**src/hdl/tca_pkg.sv**
```systemverilog
// Shared types and constants for the tiny CPU ALU.
// Holds mode codes, sequencer state enums and the structs between
// the controller and the arithmetic unit. No dependencies.
`timescale 1ns / 1ps

package tca_pkg;

   localparam int DATA_W    = 8;
   localparam int RF_DEPTH  = 16;
   localparam int RF_ADDR_W = 4;
   localparam int EXP_W     = 4;
   localparam int MAG_W     = 5;

   // instruction modes
   localparam logic [1:0] MODE_INT   = 2'd0;
   localparam logic [1:0] MODE_FLOAT = 2'd1;
   localparam logic [1:0] MODE_LOAD  = 2'd2;

   // controller sequencer
   typedef enum logic [2:0] {
      ST_IDLE,
      ST_RD_A,
      ST_RD_B,
      ST_EXEC,
      ST_WAIT,
      ST_WRITE
   } ctl_state_type;

   // arithmetic unit sequencer
   typedef enum logic [2:0] {
      EX_IDLE,
      EX_ALIGN,
      EX_ADD,
      EX_NORM,
      EX_DONE
   } exec_state_type;

   typedef struct packed {
      logic              start;
      logic              is_float;
      logic [DATA_W-1:0] op_a;
      logic [DATA_W-1:0] op_b;
   } exec_req_type;

   typedef struct packed {
      logic              done;
      logic [DATA_W-1:0] value;
      logic              wrapped;
   } exec_rsp_type;

endpackage

```
**src/hdl/tca_ram.sv**
```systemverilog
// Generic single-write, single-read RAM with registered read data.
// Width and depth come from parameters. No dependencies.
`timescale 1ns / 1ps

module tca_ram #(
   parameter int WIDTH = 8,
   parameter int DEPTH = 16
) (
   input  logic                     clock,
   input  logic                     wr_en,
   input  logic [$clog2(DEPTH)-1:0] wr_addr,
   input  logic [WIDTH-1:0]         wr_data,
   input  logic [$clog2(DEPTH)-1:0] rd_addr,
   output logic [WIDTH-1:0]         rd_data
);

   logic [WIDTH-1:0] mem [DEPTH];
   logic [WIDTH-1:0] rd_data_ff;

   // write port
   always_ff @(posedge clock) begin
      if (wr_en) begin
         mem[wr_addr] <= wr_data;
      end
   end

   // registered read port
   always_ff @(posedge clock) begin
      rd_data_ff <= mem[rd_addr];
   end

   assign rd_data = rd_data_ff;

endmodule

```
**src/hdl/tca_exec.sv**
```systemverilog
// Iterative arithmetic unit: one shared 8-bit adder serves the integer add
// and the mantissa add; float alignment and normalization step per cycle.
// Depends on tca_pkg.
`timescale 1ns / 1ps

module tca_exec (
   input  logic                  clock,
   input  logic                  reset,
   input  tca_pkg::exec_req_type ex_req,
   output tca_pkg::exec_rsp_type ex_rsp
);

   tca_pkg::exec_state_type state_ff, state_in;

   logic                         is_float_ff, is_float_in;
   logic [tca_pkg::DATA_W-1:0]   opnd_a_ff, opnd_a_in;
   logic [tca_pkg::DATA_W-1:0]   opnd_b_ff, opnd_b_in;
   logic [tca_pkg::EXP_W-1:0]    exp_ff, exp_in;
   logic                         neg_ff, neg_in;
   logic [tca_pkg::MAG_W-1:0]    mag_ff, mag_in;
   logic [tca_pkg::DATA_W-1:0]   res_ff, res_in;
   logic                         wrap_ff, wrap_in;

   logic [tca_pkg::DATA_W-1:0]   sum;
   logic [2:0]                   fa, fb;
   logic [3:0]                   ma, mb;

   // shared adder
   assign sum = opnd_a_ff + opnd_b_ff;
   assign fa  = opnd_a_ff[6:4];
   assign fb  = opnd_b_ff[6:4];

   // hold state
   always_ff @(posedge clock) begin
      if (reset) begin
         state_ff <= tca_pkg::EX_IDLE;
      end else begin
         state_ff <= state_in;
      end
   end

   // datapath registers
   always_ff @(posedge clock) begin
      is_float_ff <= is_float_in;
      opnd_a_ff   <= opnd_a_in;
      opnd_b_ff   <= opnd_b_in;
      exp_ff      <= exp_in;
      neg_ff      <= neg_in;
      mag_ff      <= mag_in;
      res_ff      <= res_in;
      wrap_ff     <= wrap_in;
   end

   // sequence one operation
   always_comb begin
      state_in    = state_ff;
      is_float_in = is_float_ff;
      opnd_a_in   = opnd_a_ff;
      opnd_b_in   = opnd_b_ff;
      exp_in      = exp_ff;
      neg_in      = neg_ff;
      mag_in      = mag_ff;
      res_in      = res_ff;
      wrap_in     = wrap_ff;
      ma          = opnd_a_ff[3:0];
      mb          = opnd_b_ff[3:0];
      ex_rsp.done    = 1'b0;
      ex_rsp.value   = res_ff;
      ex_rsp.wrapped = wrap_ff;

      case (state_ff)
         tca_pkg::EX_IDLE: begin
            if (ex_req.start) begin
               opnd_a_in   = ex_req.op_a;
               opnd_b_in   = ex_req.op_b;
               is_float_in = ex_req.is_float;
               state_in    = ex_req.is_float ? tca_pkg::EX_ALIGN : tca_pkg::EX_ADD;
            end
         end
         tca_pkg::EX_ALIGN: begin
            // shift the smaller-exponent mantissa right, keep the larger exponent
            if (fa > fb) begin
               mb     = opnd_b_ff[3:0] >> (fa - fb);
               exp_in = {1'b0, fa};
            end else begin
               ma     = opnd_a_ff[3:0] >> (fb - fa);
               exp_in = {1'b0, fb};
            end
            // apply signs for the adder
            opnd_a_in = opnd_a_ff[7] ? (8'd0 - {4'd0, ma}) : {4'd0, ma};
            opnd_b_in = opnd_b_ff[7] ? (8'd0 - {4'd0, mb}) : {4'd0, mb};
            state_in  = tca_pkg::EX_ADD;
         end
         tca_pkg::EX_ADD: begin
            if (is_float_ff) begin
               neg_in   = sum[7];
               mag_in   = sum[7] ? 5'(8'd0 - sum) : sum[4:0];
               state_in = tca_pkg::EX_NORM;
            end else begin
               res_in   = sum;
               wrap_in  = 1'b0;
               state_in = tca_pkg::EX_DONE;
            end
         end
         tca_pkg::EX_NORM: begin
            // one normalization step per cycle
            if (mag_ff >= 5'd16) begin
               mag_in = mag_ff >> 1;
               exp_in = exp_ff + 4'd1;
            end else if ((mag_ff != 5'd0) && (mag_ff < 5'd8) && (exp_ff != 4'd0)) begin
               mag_in = mag_ff << 1;
               exp_in = exp_ff - 4'd1;
            end else begin
               res_in   = {neg_ff, exp_ff[2:0], mag_ff[3:0]};
               wrap_in  = exp_ff[3];
               state_in = tca_pkg::EX_DONE;
            end
         end
         tca_pkg::EX_DONE: begin
            ex_rsp.done = 1'b1;
            state_in    = tca_pkg::EX_IDLE;
         end
         default: begin
            state_in = tca_pkg::EX_IDLE;
         end
      endcase
   end

endmodule

```
**src/hdl/tiny_cpu_alu_int_and_float_add.sv**
```systemverilog
// Tiny CPU ALU: 16 x 8-bit register file, integer add, 8-bit float add, load.
// A load goes straight to write-back; an add reads operand A, then operand B, then
// runs the unit and writes back; float normalization does one shift per cycle, up to three.
// One transaction at a time, set by the single read port and the iterative unit: a new
// one is accepted only once the last is written back, which waits on any result stall.
// Synchronous reset clears the register file to zero through per-entry valid bits.
`timescale 1ns / 1ps

module tiny_cpu_alu_int_and_float_add (
   input  logic        clock,
   input  logic        reset,
   input  logic        req_valid,
   output logic        req_stall,
   input  logic [1:0]  req_mode,
   input  logic [3:0]  req_dest_reg,
   input  logic [3:0]  req_src_a,
   input  logic [3:0]  req_src_b,
   input  logic [7:0]  req_load_value,
   output logic        rsp_valid,
   input  logic        rsp_stall,
   output logic [3:0]  rsp_written_reg,
   output logic [7:0]  rsp_written_value,
   output logic        rsp_exp_wrapped
);

   tca_pkg::ctl_state_type state_ff, state_in;

   logic [tca_pkg::RF_ADDR_W-1:0] dest_ff, dest_in;
   logic [tca_pkg::RF_ADDR_W-1:0] src_a_ff, src_a_in;
   logic [tca_pkg::RF_ADDR_W-1:0] src_b_ff, src_b_in;
   logic                          is_float_ff, is_float_in;
   logic [tca_pkg::DATA_W-1:0]    val_ff, val_in;
   logic                          wrap_ff, wrap_in;
   logic [tca_pkg::DATA_W-1:0]    op_a_ff, op_a_in;
   logic [tca_pkg::RF_DEPTH-1:0]  rf_valid_ff, rf_valid_in;
   logic                          rd_hit_ff, rd_hit_in;
   logic                          rsp_valid_ff, rsp_valid_in;
   logic [tca_pkg::RF_ADDR_W-1:0] rsp_reg_ff, rsp_reg_in;
   logic [tca_pkg::DATA_W-1:0]    rsp_value_ff, rsp_value_in;
   logic                          rsp_wrap_ff, rsp_wrap_in;

   logic                          wr_en;
   logic [tca_pkg::RF_ADDR_W-1:0] rd_addr;
   logic [tca_pkg::DATA_W-1:0]    rd_data;
   logic [tca_pkg::DATA_W-1:0]    rd_word;

   tca_pkg::exec_req_type ex_req;
   tca_pkg::exec_rsp_type ex_rsp;

   // register file storage
   tca_ram #(
      .WIDTH (tca_pkg::DATA_W),
      .DEPTH (tca_pkg::RF_DEPTH)
   ) u_rf (
      .clock   (clock),
      .wr_en   (wr_en),
      .wr_addr (dest_ff),
      .wr_data (val_ff),
      .rd_addr (rd_addr),
      .rd_data (rd_data)
   );

   // shared arithmetic unit
   tca_exec u_exec (
      .clock  (clock),
      .reset  (reset),
      .ex_req (ex_req),
      .ex_rsp (ex_rsp)
   );

   // entries never written since reset read as zero
   assign rd_word   = rd_hit_ff ? rd_data : '0;
   assign rd_hit_in = rf_valid_ff[rd_addr];

   // control registers
   always_ff @(posedge clock) begin
      if (reset) begin
         state_ff     <= tca_pkg::ST_IDLE;
         rf_valid_ff  <= '0;
         rsp_valid_ff <= 1'b0;
      end else begin
         state_ff     <= state_in;
         rf_valid_ff  <= rf_valid_in;
         rsp_valid_ff <= rsp_valid_in;
      end
   end

   // payload registers
   always_ff @(posedge clock) begin
      dest_ff      <= dest_in;
      src_a_ff     <= src_a_in;
      src_b_ff     <= src_b_in;
      is_float_ff  <= is_float_in;
      val_ff       <= val_in;
      wrap_ff      <= wrap_in;
      op_a_ff      <= op_a_in;
      rd_hit_ff    <= rd_hit_in;
      rsp_reg_ff   <= rsp_reg_in;
      rsp_value_ff <= rsp_value_in;
      rsp_wrap_ff  <= rsp_wrap_in;
   end

   // sequence one transaction: read operands, run the unit, write back
   always_comb begin
      state_in     = state_ff;
      dest_in      = dest_ff;
      src_a_in     = src_a_ff;
      src_b_in     = src_b_ff;
      is_float_in  = is_float_ff;
      val_in       = val_ff;
      wrap_in      = wrap_ff;
      op_a_in      = op_a_ff;
      rf_valid_in  = rf_valid_ff;
      rsp_valid_in = rsp_valid_ff & rsp_stall;
      rsp_reg_in   = rsp_reg_ff;
      rsp_value_in = rsp_value_ff;
      rsp_wrap_in  = rsp_wrap_ff;
      req_stall    = 1'b1;
      wr_en        = 1'b0;
      rd_addr      = src_a_ff;
      ex_req.start    = 1'b0;
      ex_req.is_float = is_float_ff;
      ex_req.op_a     = op_a_ff;
      ex_req.op_b     = rd_word;

      case (state_ff)
         tca_pkg::ST_IDLE: begin
            req_stall = 1'b0;
            if (req_valid) begin
               dest_in     = req_dest_reg;
               src_a_in    = req_src_a;
               src_b_in    = req_src_b;
               is_float_in = (req_mode == tca_pkg::MODE_FLOAT);
               case (req_mode)
                  tca_pkg::MODE_INT,
                  tca_pkg::MODE_FLOAT: begin
                     state_in = tca_pkg::ST_RD_A;
                  end
                  tca_pkg::MODE_LOAD: begin
                     val_in   = req_load_value;
                     wrap_in  = 1'b0;
                     state_in = tca_pkg::ST_WRITE;
                  end
                  default: begin
                     // undefined mode: drop the transaction
                     state_in = tca_pkg::ST_IDLE;
                  end
               endcase
            end
         end
         tca_pkg::ST_RD_A: begin
            rd_addr  = src_a_ff;
            state_in = tca_pkg::ST_RD_B;
         end
         tca_pkg::ST_RD_B: begin
            rd_addr  = src_b_ff;
            op_a_in  = rd_word;
            state_in = tca_pkg::ST_EXEC;
         end
         tca_pkg::ST_EXEC: begin
            ex_req.start = 1'b1;
            state_in     = tca_pkg::ST_WAIT;
         end
         tca_pkg::ST_WAIT: begin
            if (ex_rsp.done) begin
               val_in   = ex_rsp.value;
               wrap_in  = ex_rsp.wrapped;
               state_in = tca_pkg::ST_WRITE;
            end
         end
         tca_pkg::ST_WRITE: begin
            // write back once the output register is free
            if (!rsp_valid_ff || !rsp_stall) begin
               wr_en                = 1'b1;
               rf_valid_in[dest_ff] = 1'b1;
               rsp_valid_in         = 1'b1;
               rsp_reg_in           = dest_ff;
               rsp_value_in         = val_ff;
               rsp_wrap_in          = wrap_ff;
               state_in             = tca_pkg::ST_IDLE;
            end
         end
         default: begin
            state_in = tca_pkg::ST_IDLE;
         end
      endcase
   end

   assign rsp_valid         = rsp_valid_ff;
   assign rsp_written_reg   = rsp_reg_ff;
   assign rsp_written_value = rsp_value_ff;
   assign rsp_exp_wrapped   = rsp_wrap_ff;

endmodule
```
**config.mk**
```make
export PLATFORM = sky130hd
export DESIGN_NAME = tiny_cpu_alu_int_and_float_add
export DESIGN_NICKNAME = d
export VERILOG_FILES = /design/src/hdl/tca_pkg.sv /design/src/hdl/tca_ram.sv /design/src/hdl/tca_exec.sv /design/src/hdl/tiny_cpu_alu_int_and_float_add.sv
export SDC_FILE = /design/constraint.sdc
export NUM_CORES = 1
export LEC_CHECK = 0
export ABC_AREA = 1
export BUFFER_PORTS_ARGS = -buffer_cell sky130_fd_sc_hd__buf_2
export CAP_MARGIN = 0
export CELL_PAD_IN_SITES_DETAIL_PLACEMENT = 1
export CELL_PAD_IN_SITES_GLOBAL_PLACEMENT = 1
export CORE_ASPECT_RATIO = 0.5
export CORE_MARGIN = 2
export CORE_UTILIZATION = 40
export DETAILED_ROUTE_END_ITERATION = 8
export GPL_ROUTABILITY_DRIVEN = 1
export PLACE_DENSITY = 0.73
export SLEW_MARGIN = 20
export SYNTH_ARGS = -nofsm -noshare
export SYNTH_HDL_FRONTEND = slang
export SYNTH_HIERARCHICAL = 1
export SYNTH_SLANG_ARGS = --single-unit
```
**constraint.sdc**
```tcl
create_clock -name clock -period 4.7 [get_ports clock]
set_input_delay 0.235 -clock clock [delete_from_list [all_inputs] [get_ports clock]]
set_output_delay 0.235 -clock clock [all_outputs]
set_load 0.005 [all_outputs]
```
**Word level (Yosys, flattened, before mapping)**

Memories as Yosys holds them, arrays and structs flattened. A register that Yosys moved wholly into a read port is not among the register bits.
Cells that the tools add are included.

- Output and inout port bits: 15
- Memories: 1
- Bits in registers: 103
- Logic and storage cells: 151
- Bits of input ports: 26
- Bits in writable memories: 128

- Equality and inequality tests: 21
- Shift-type cells: 2
- Bitwise operators: 2
- $lt $le $gt $ge: 6
- Add/subtract/negate cells: 8
- Muxes and demuxes: 61
- Reductions and logical operators: 27

Memory list:

| memory | words | bits a word | read ports | clocked after memory_dff | wr ports | line | RTL |
|---|---|---|---|---|---|---|---|
| u_rf.mem | 16 | 8 | 1 | 1 | 1 | tca_ram.sv:17 | `logic [WIDTH-1:0] mem [DEPTH];` |

Operators with widths:

| cell | number |
|---|---|
| $mux 8 | 11 |
| $pmux 8 s2 | 4 |
| $mux 4 | 7 |
| $mux 3 | 8 |
| $mux 5 | 4 |
| $pmux 3 s6 | 1 |
| $mux 1 | 17 |
| $or 16x16->16 | 1 |
| $ne 2x2->1 const B | 7 |
| $eq 3x2->1 const B | 4 |
| $pmux 3 s4 | 1 |
| $reduce_and 2->1 | 6 |
| $lt 4x5->1 const B | 2 |
| $pmux 5 s2 | 1 |
| $sub 1x4->5 const A | 2 |
| $eq 3x3->1 const B | 3 |
| $reduce_and 3->1 | 3 |
| $add 8x8->8 | 1 |
| $pmux 4 s2 | 1 |
| $reduce_and 4->1 | 2 |
| $reduce_bool 2->1 | 4 |
| $shr 4x3->4 | 2 |
| $eq 3x1->1 const B | 2 |
| $logic_not 3->1 | 2 |
| other kinds (25) | 31 |

**Depth between registers and ports, before layout**

Gate-level depths: netlist (run 1).

- Depth in word-level cells: 7
- Depth in mapped cells: 14

**Hierarchy**

Netlist (run 1), hierarchy kept.

Modules (own cells, without submodules):

| module | area each (sq um) | seq. area each (sq um) | cells each | times used |
|---|---|---|---|---|
| tca_ram | 5766.8 | 4003.8 | 551 | 1 |
| tca_exec | 2922.8 | 1141.1 | 359 | 1 |
| tiny_cpu_alu_int_and_float_add | 2606.2 | 1711.6 | 254 | 1 |

**Least setup slack after synthesis (run 1)**

Ideal clock, no wire load.

- Path type: register to register
- From: register state_ff[1] (netlist name)
- To: register u_exec/opnd_a_ff[0] (netlist bit), enable pin
- Cell stages (with the launch flop): 5
- Period minus slack after synthesis: 2.337 ns
- Slack: 2.363 ns
- Data arrival time: 1.926 ns
- Cell sequence: dfxtp_1 -> nand2_1 -> nor2_1 -> inv_1 -> o21ai_0

RTL lines:

| what | line | RTL |
|---|---|---|
| to (signal assigned) | tca_exec.sv:45 | `opnd_a_ff <= opnd_a_in;` |
| to (decl) | tca_exec.sv:16 | `logic [tca_pkg::DATA_W-1:0] opnd_a_ff, opnd_a_in;` |

==> results of run 1 <==
synth_stat cells (all sizes together):
master	n	area (um^2)
inv	193	724.4
o2111ai	1	8.760
clkbuf	6	22.52
o21bai	3	22.52
o31ai	1	12.51
xnor2	2	17.52
o211ai	1	7.510
a211oi	1	7.510
dfxtp	32	640.6
a21boi	1	18.77
ha	17	212.7
nor2	58	237.7
nor3	6	75.07
a21o	1	7.510
o22ai	2	12.51
nand3b	4	30.03
a31oi	3	18.77
buf	32	239.0
edfxtp	207	6216
a22oi	1	7.510
xor2	9	86.34
nand4	12	81.33
o21a	1	7.510
o21ai	26	133.9
nand3	157	825.8
nor3b	2	15.01
a21oi	30	161.4
or2	2	12.51
nand2	349	1353
fa	4	80.08
metrics by stage:
step	instances	hold WS, ps	area, um^2
3_5_place_dp	1552	413.8	11740
3_3_place_gp	1552	410.2	11740
4_1_cts	1605	1.181	12570
6_report	1605	20.04	12580
2_1_floorplan	1164	304.1	11300
5_1_grt	1605	10.12	12580
final timing paths:
kind / startpoint / to / slack (ps) / depth (start not counted)
setup / recovery: state_ff[2]$_SDFFE_PP0P_ / u_rf/mem[0][5]$_DFFE_PP_ / 1980 / 4
hold / removal: req_load_value[5] / val_ff[5]$_DFFE_PP_ / 20 / 3
setup reg to reg: state_ff[2]$_SDFFE_PP0P_ / u_rf/mem[0][5]$_DFFE_PP_ / 1980 / 4
hold reg to reg: wrap_ff$_SDFFCE_PN0P_ / rsp_exp_wrapped$_DFFE_PP_ / 430 / 0
per-layer routing:
metal	global-route usage [%]	part of all wire [%]	up-vias
met2	35.33	48	167
met3	3.040	4.8	46
met1	26.54	45	4034
met4	4.514	1.9	0
li1	-	-	3872
met5	0	0	-
power groups by stage:
stage / logic [mW] / registers, mW / clock network (mW)
2_1_floorplan: 1.30 / 2.84 / 0
4_1_cts: 1.74 / 2.99 / 1.82
6_report: 1.75 / 2.99 / 1.80
5_1_grt: 1.95 / 3.01 / 1.90
3_3_place_gp: 1.66 / 3.02 / 0
3_5_place_dp: 1.71 / 3.03 / 0
final cells by class:
class / instances / area [um^2]
clock inverters: 13 / 95.09
inverters: 193 / 725.7
well taps: 382 / 478.0
flip-flops and latches: 239 / 6857
repair buffers: 56 / 350.3
multi-input cells: 694 / 3456
fillers: 3127 / 15130
clock buffers: 28 / 614.3
worst reg2reg max path, cell delays in order (launching register included):
cell     delay (ps)
dfxtp_1         460
nand3_2         180
nor2_4          660
nand2_1         280
nor2_1          760
cells by family (layout without fill, tap and decap cells):
logic type                 after synthesis  after routing  share of synthesized area (%)
DFF                                    239            239                          60.70
buffers and inverters                  231            290                          8.728
adders and majority gates               21             21                          2.592
xor gates and xnor gates                11             11                         0.9195
AOI/OAI and AO/OA                       72             72                          3.777
and+or+nand+nor                        590            590                          23.28
cell usage in the layout (no fill, tap or decap), types with 4 or more instances in the layout:
master,synthesis,layout
dlygate4sd3_1,0,12
nor2_1,54,53
fa_1,4,4
clkinv_2,0,8
buf_2,14,40
dfxtp_1,32,32
edfxtp_1,207,207
nand4_1,11,11
nand2_2,8,8
nor3_4,4,4
xor2_1,8,8
inv_2,10,9
o21ai_1,6,7
nand2_1,338,338
o21ai_0,19,18
ha_1,17,17
buf_4,7,4
nand3b_1,4,4
a21oi_1,29,29
inv_1,183,183
clkbuf_16,0,23
nand3_1,152,152
==> results_dict.tcl, run 1 <==
set metrics [dict create \
    final.setup.tns_ps 0 \
    start_kind "register" \
    cts_tree "done" \
    portBuffers 40 \
    maxSlewHeadroom_pct 37.74 \
    die_area_mm2 0.02968 \
    hold_viol 0 \
    setup_viol 0 \
    wl_per_cell_um 18.60 \
    regMostFlops "u_rf/mem" \
    synth_nets 1211 \
    timing.final.crit_share_pct 57.97 \
    slew_violations 0 \
    post_cts_buffers 0 \
    yosysUniqueCellTypes 46 \
    clkSinkCount 239 \
    reg.largest.list "u_rf/mem (128), rf_valid_ff (16)" \
    hold_buffers 12 \
    drt_wl_total_um 29850 \
    drc 0 \
    grt-ovfl-total 0 \
    layout.nets 1254 \
    seq_area_frac_synth_pct 60.70 \
    synth_area_per_cell_um2 9.704 \
    min_period_ps 2725 \
    io_pins 41 \
    finalPower_mw 6.544 \
    yosysWarnings 6 \
    drive_above_1_share_pct 9.812 \
    p_int_mw 4.165 \
    p_seq_share_pct 45.7 \
    p_sw_share_pct 36.35 \
    area_delta_synth_final_pct 11.33 \
    rsz0062_at_grt "no" \
    path_clk_slew_ps 70 \
    start_util_pct 40.77 \
    grt_use_total_pct 20.09 \
    worstMarginPinSlew_ps 932.9 \
    worstSkewPairLatency_ps 510 \
    synth_area_mm2 0.01130 \
    cts_resized 0 \
    status "completed" \
    cp_slowest_cell "nor2_1" \
    coreArea_mm2 0.02771 \
    largest_reg_flops 128 \
    grt_pass1_vias 8410 \
    dp_slack_ps 1992 \
    powerDensity_mw_per_mm2 520.4 \
    crit_fanout 26 \
    crit_family "simple AND/OR/NAND/NOR gates" \
    antenna_found_initial 0 \
    slowest_delay_ps 760 \
    min_path_type "in2reg" \
    die_h_um 122.8 \
    max_freq_ghz 0.3670 \
    cp.arrival_ps 2850 \
    setup_ws_ps 1975 \
    leakage_nw 5.390 \
    critical_path.cell_chain "nand3_2 -> nor2_4 -> nand2_1 -> nor2_1" \
    routed_via_density 5.059 \
    vias 8119 \
    crit_type "reg2reg" \
    path_buf_inv 0 \
    firstDrtPassIters 5 \
    fin_util_pct 45.39 \
    cp_data_required_time_ps 4830 \
    cts_buffers 23 \
    htree_num_levels 1 \
    synth_seq_cells 239 \
    drtAntennaViolNets 0 \
    drtIter0Drc 660 \
    num_rows 43 \
    clock_skew_ps 14.61 \
    hpwl_um 19560 \
    maxCapViolations 0 \
    clkPwrFrac_pct 27.5 \
    fp.dieW_um 241.7 \
    end_kind "register" \
    antenna_cells 0 \
    clock-root-buffer "clkbuf_16" \
    gp_congestion 0.8196 \
    ir_worst_vdd_mv 0.2749 \
    grt_first_pass_wirelength_um 46340 \
    p_switching_mw 2.379 \
    grt_max_degree 73 \
    clk_path_buf_depth 3 \
    syn_inst 1164 \
    pwr-share-comb_pct 26.8 \
]
Power figures use the tool's default switching activity.
==> inputs of run 2 (changes only) <==
PLACE_DENSITY = 0.76   (was 0.73)
clock period = 2.3 ns   (was 4.7 ns; I/O delays follow)
==> results_dict.tcl, run 2 (synthesized netlist as in run 1, its figures left out) <==
set metrics [dict create \
    die_h_um 122.8 \
    grt_pass1_vias 9142 \
    grt_use_total_pct 21.38 \
    leakage_nw 5.791 \
    hold_viol 0 \
    violations "negative setup slack" \
    grt-ovfl-total 0 \
    num_rows 43 \
    min_path_type "in2reg" \
    clk_path_buf_depth 3 \
    maxCapViolations 0 \
    min_period_ps 2391 \
    final_cell_mix "nand2_1 (328), edfxtp_1 (207), inv_1 (181), nand3_1 (140), buf_4 (62)" \
    cts_buffers 24 \
    ir_worst_vdd_mv 0.6086 \
    clock_skew_ps 21.86 \
    start_util_pct 40.77 \
    cp_data_required_time_ps 2570 \
    regMostFlops "u_rf/mem" \
    reg2regPathDepth 10 \
    clkPwrFrac_pct 26.8 \
    grt_first_pass_wirelength_um 49460 \
    drtIter0Drc 686 \
    area_delta_synth_final_pct 18.81 \
    coreArea_mm2 0.02771 \
    crit_fanout 3 \
    place_area_mm2 0.01218 \
    die_area_mm2 0.02968 \
    whs_path_depth 4 \
    stdcell_area_mm2 0.01342 \
    layout_commonest_cell "nand2_1" \
    antenna_cells 0 \
    timing.final.crit_share_pct 104.0 \
    firstDrtPassIters 5 \
    setup_ws_ps -91.23 \
    layout.nets 1329 \
    pwr-share-comb_pct 30.1 \
    htree_num_levels 1 \
    clkSinkCount 239 \
    setup_viol 12 \
    drc 0 \
    worstMarginPinSlew_ps 901.5 \
    reg.largest.list "u_rf/mem (128), rf_valid_ff (16)" \
    p_int_mw 8.919 \
    path_clk_slew_ps 70 \
    grt_max_degree 33 \
    drive_above_1_share_pct 16.85 \
    io_pins 41 \
    p_seq_share_pct 43.2 \
    hold_ws_ps 57.73 \
    max_freq_ghz 0.4182 \
    cp.arrival_ps 2660 \
    rsz0062_at_grt "yes" \
    p_switching_mw 5.054 \
    gp_congestion 0.8747 \
    fp.dieW_um 241.7 \
    cts_tree "done" \
    start_kind "register" \
    worstSkewPairLatency_ps 530 \
    reg2reg_slack_ps -90 \
    portBuffers 40 \
    powerDensity_mw_per_mm2 1041 \
    wl_per_cell_um 18.88 \
    slew_violations 0 \
    drt_wl_total_um 31750 \
    vias 8592 \
    maxSlewHeadroom_pct 39.90 \
    status "finished, violations left" \
    hpwl_um 20960 \
    clock-root-buffer "clkbuf_16" \
    antenna_found_initial 0 \
    largest_reg_flops 128 \
    end_kind "register" \
    p_sw_share_pct 36.17 \
    drtAntennaViolNets 0 \
    routed_via_density 5.108 \
    crit_type "reg2reg" \
]
-- run 2: cell type report --
| class | count | area, um^2 |
|---|---|---|
| inverter | 193 | 729.5 |
| timing repair buffer | 130 | 960.9 |
| clock buffer | 38 | 704.4 |
| multi-input combinational | 694 | 3659 |
| clock inverter | 6 | 32.53 |
| fill | 3070 | 14290 |
| sequential | 239 | 6857 |
| tap | 382 | 478.0 |
-- run 2: final timing paths --
check / start / end
worst max-delay path: u_exec/opnd_b_ff[4]$_DFFE_PP_ / u_exec/opnd_b_ff[1]$_DFFE_PP_
worst min-delay path: req_valid / state_ff[2]$_SDFFE_PP0P_
worst min register to register: wrap_ff$_SDFFCE_PN0P_ / rsp_exp_wrapped$_DFFE_PP_
worst max register to register: u_exec/opnd_b_ff[4]$_DFFE_PP_ / u_exec/opnd_b_ff[1]$_DFFE_PP_
-- run 2: per-stage QoR --
step	setup TNS, ps	power [mW]	std cells	util (%)	setup WS, ps
2_1_floorplan	0	8.457	1164	-	0.3568
3_3_place_gp	-87.64	9.722	1608	43.95	-63.81
3_5_place_dp	-1212	9.944	1608	43.95	-182.6
4_1_cts	-190.8	13.80	1677	47.91	-74.38
5_1_grt	-1431	14.65	1682	48.44	-147.7
6_report	-476.0	13.97	1682	48.44	-91.23
-- run 2: power by group through the flow --
stage | clock network [mW] | logic, mW | registers (mW)
6_report | 3.74 | 4.20 | 6.03
5_1_grt | 3.95 | 4.63 | 6.07
4_1_cts | 3.77 | 4.01 | 6.02
3_5_place_dp | 0 | 3.85 | 6.10
3_3_place_gp | 0 | 3.65 | 6.07
2_1_floorplan | 0 | 2.66 | 5.80
-- run 2: per-layer routing --
metal / GRT usage [%] / vias to the layer above / share of wire [%]
met5: 0 / - / 0
met1: 27.31 / 4266 / 43
met2: 38.18 / 222 / 49
met3: 2.449 / 61 / 5.1
met4: 7.485 / 0 / 2.7
li1: - / 4043 / -
-- run 2: repair_timing --
item                                    in CTS  in global routing
endpoints found under the setup margin      15                 27
hold buffers                                23                  0
gates resized for setup                     28                 30
hold endpoints to repair                    22                  0
pin swaps                                   16                 16
buffers inserted                             2                  5
-- run 2: critical path, cell delays in order, from the launching register on --
cell and delay [ps]:
edfxtp_1 430, ha_2 220, fa_2 590, inv_2 80, nand3_2 90, nand3_2 90
nand2_2 100, nand2_4 70, ha_4 230, o211ai_1 190, nand2_1 70
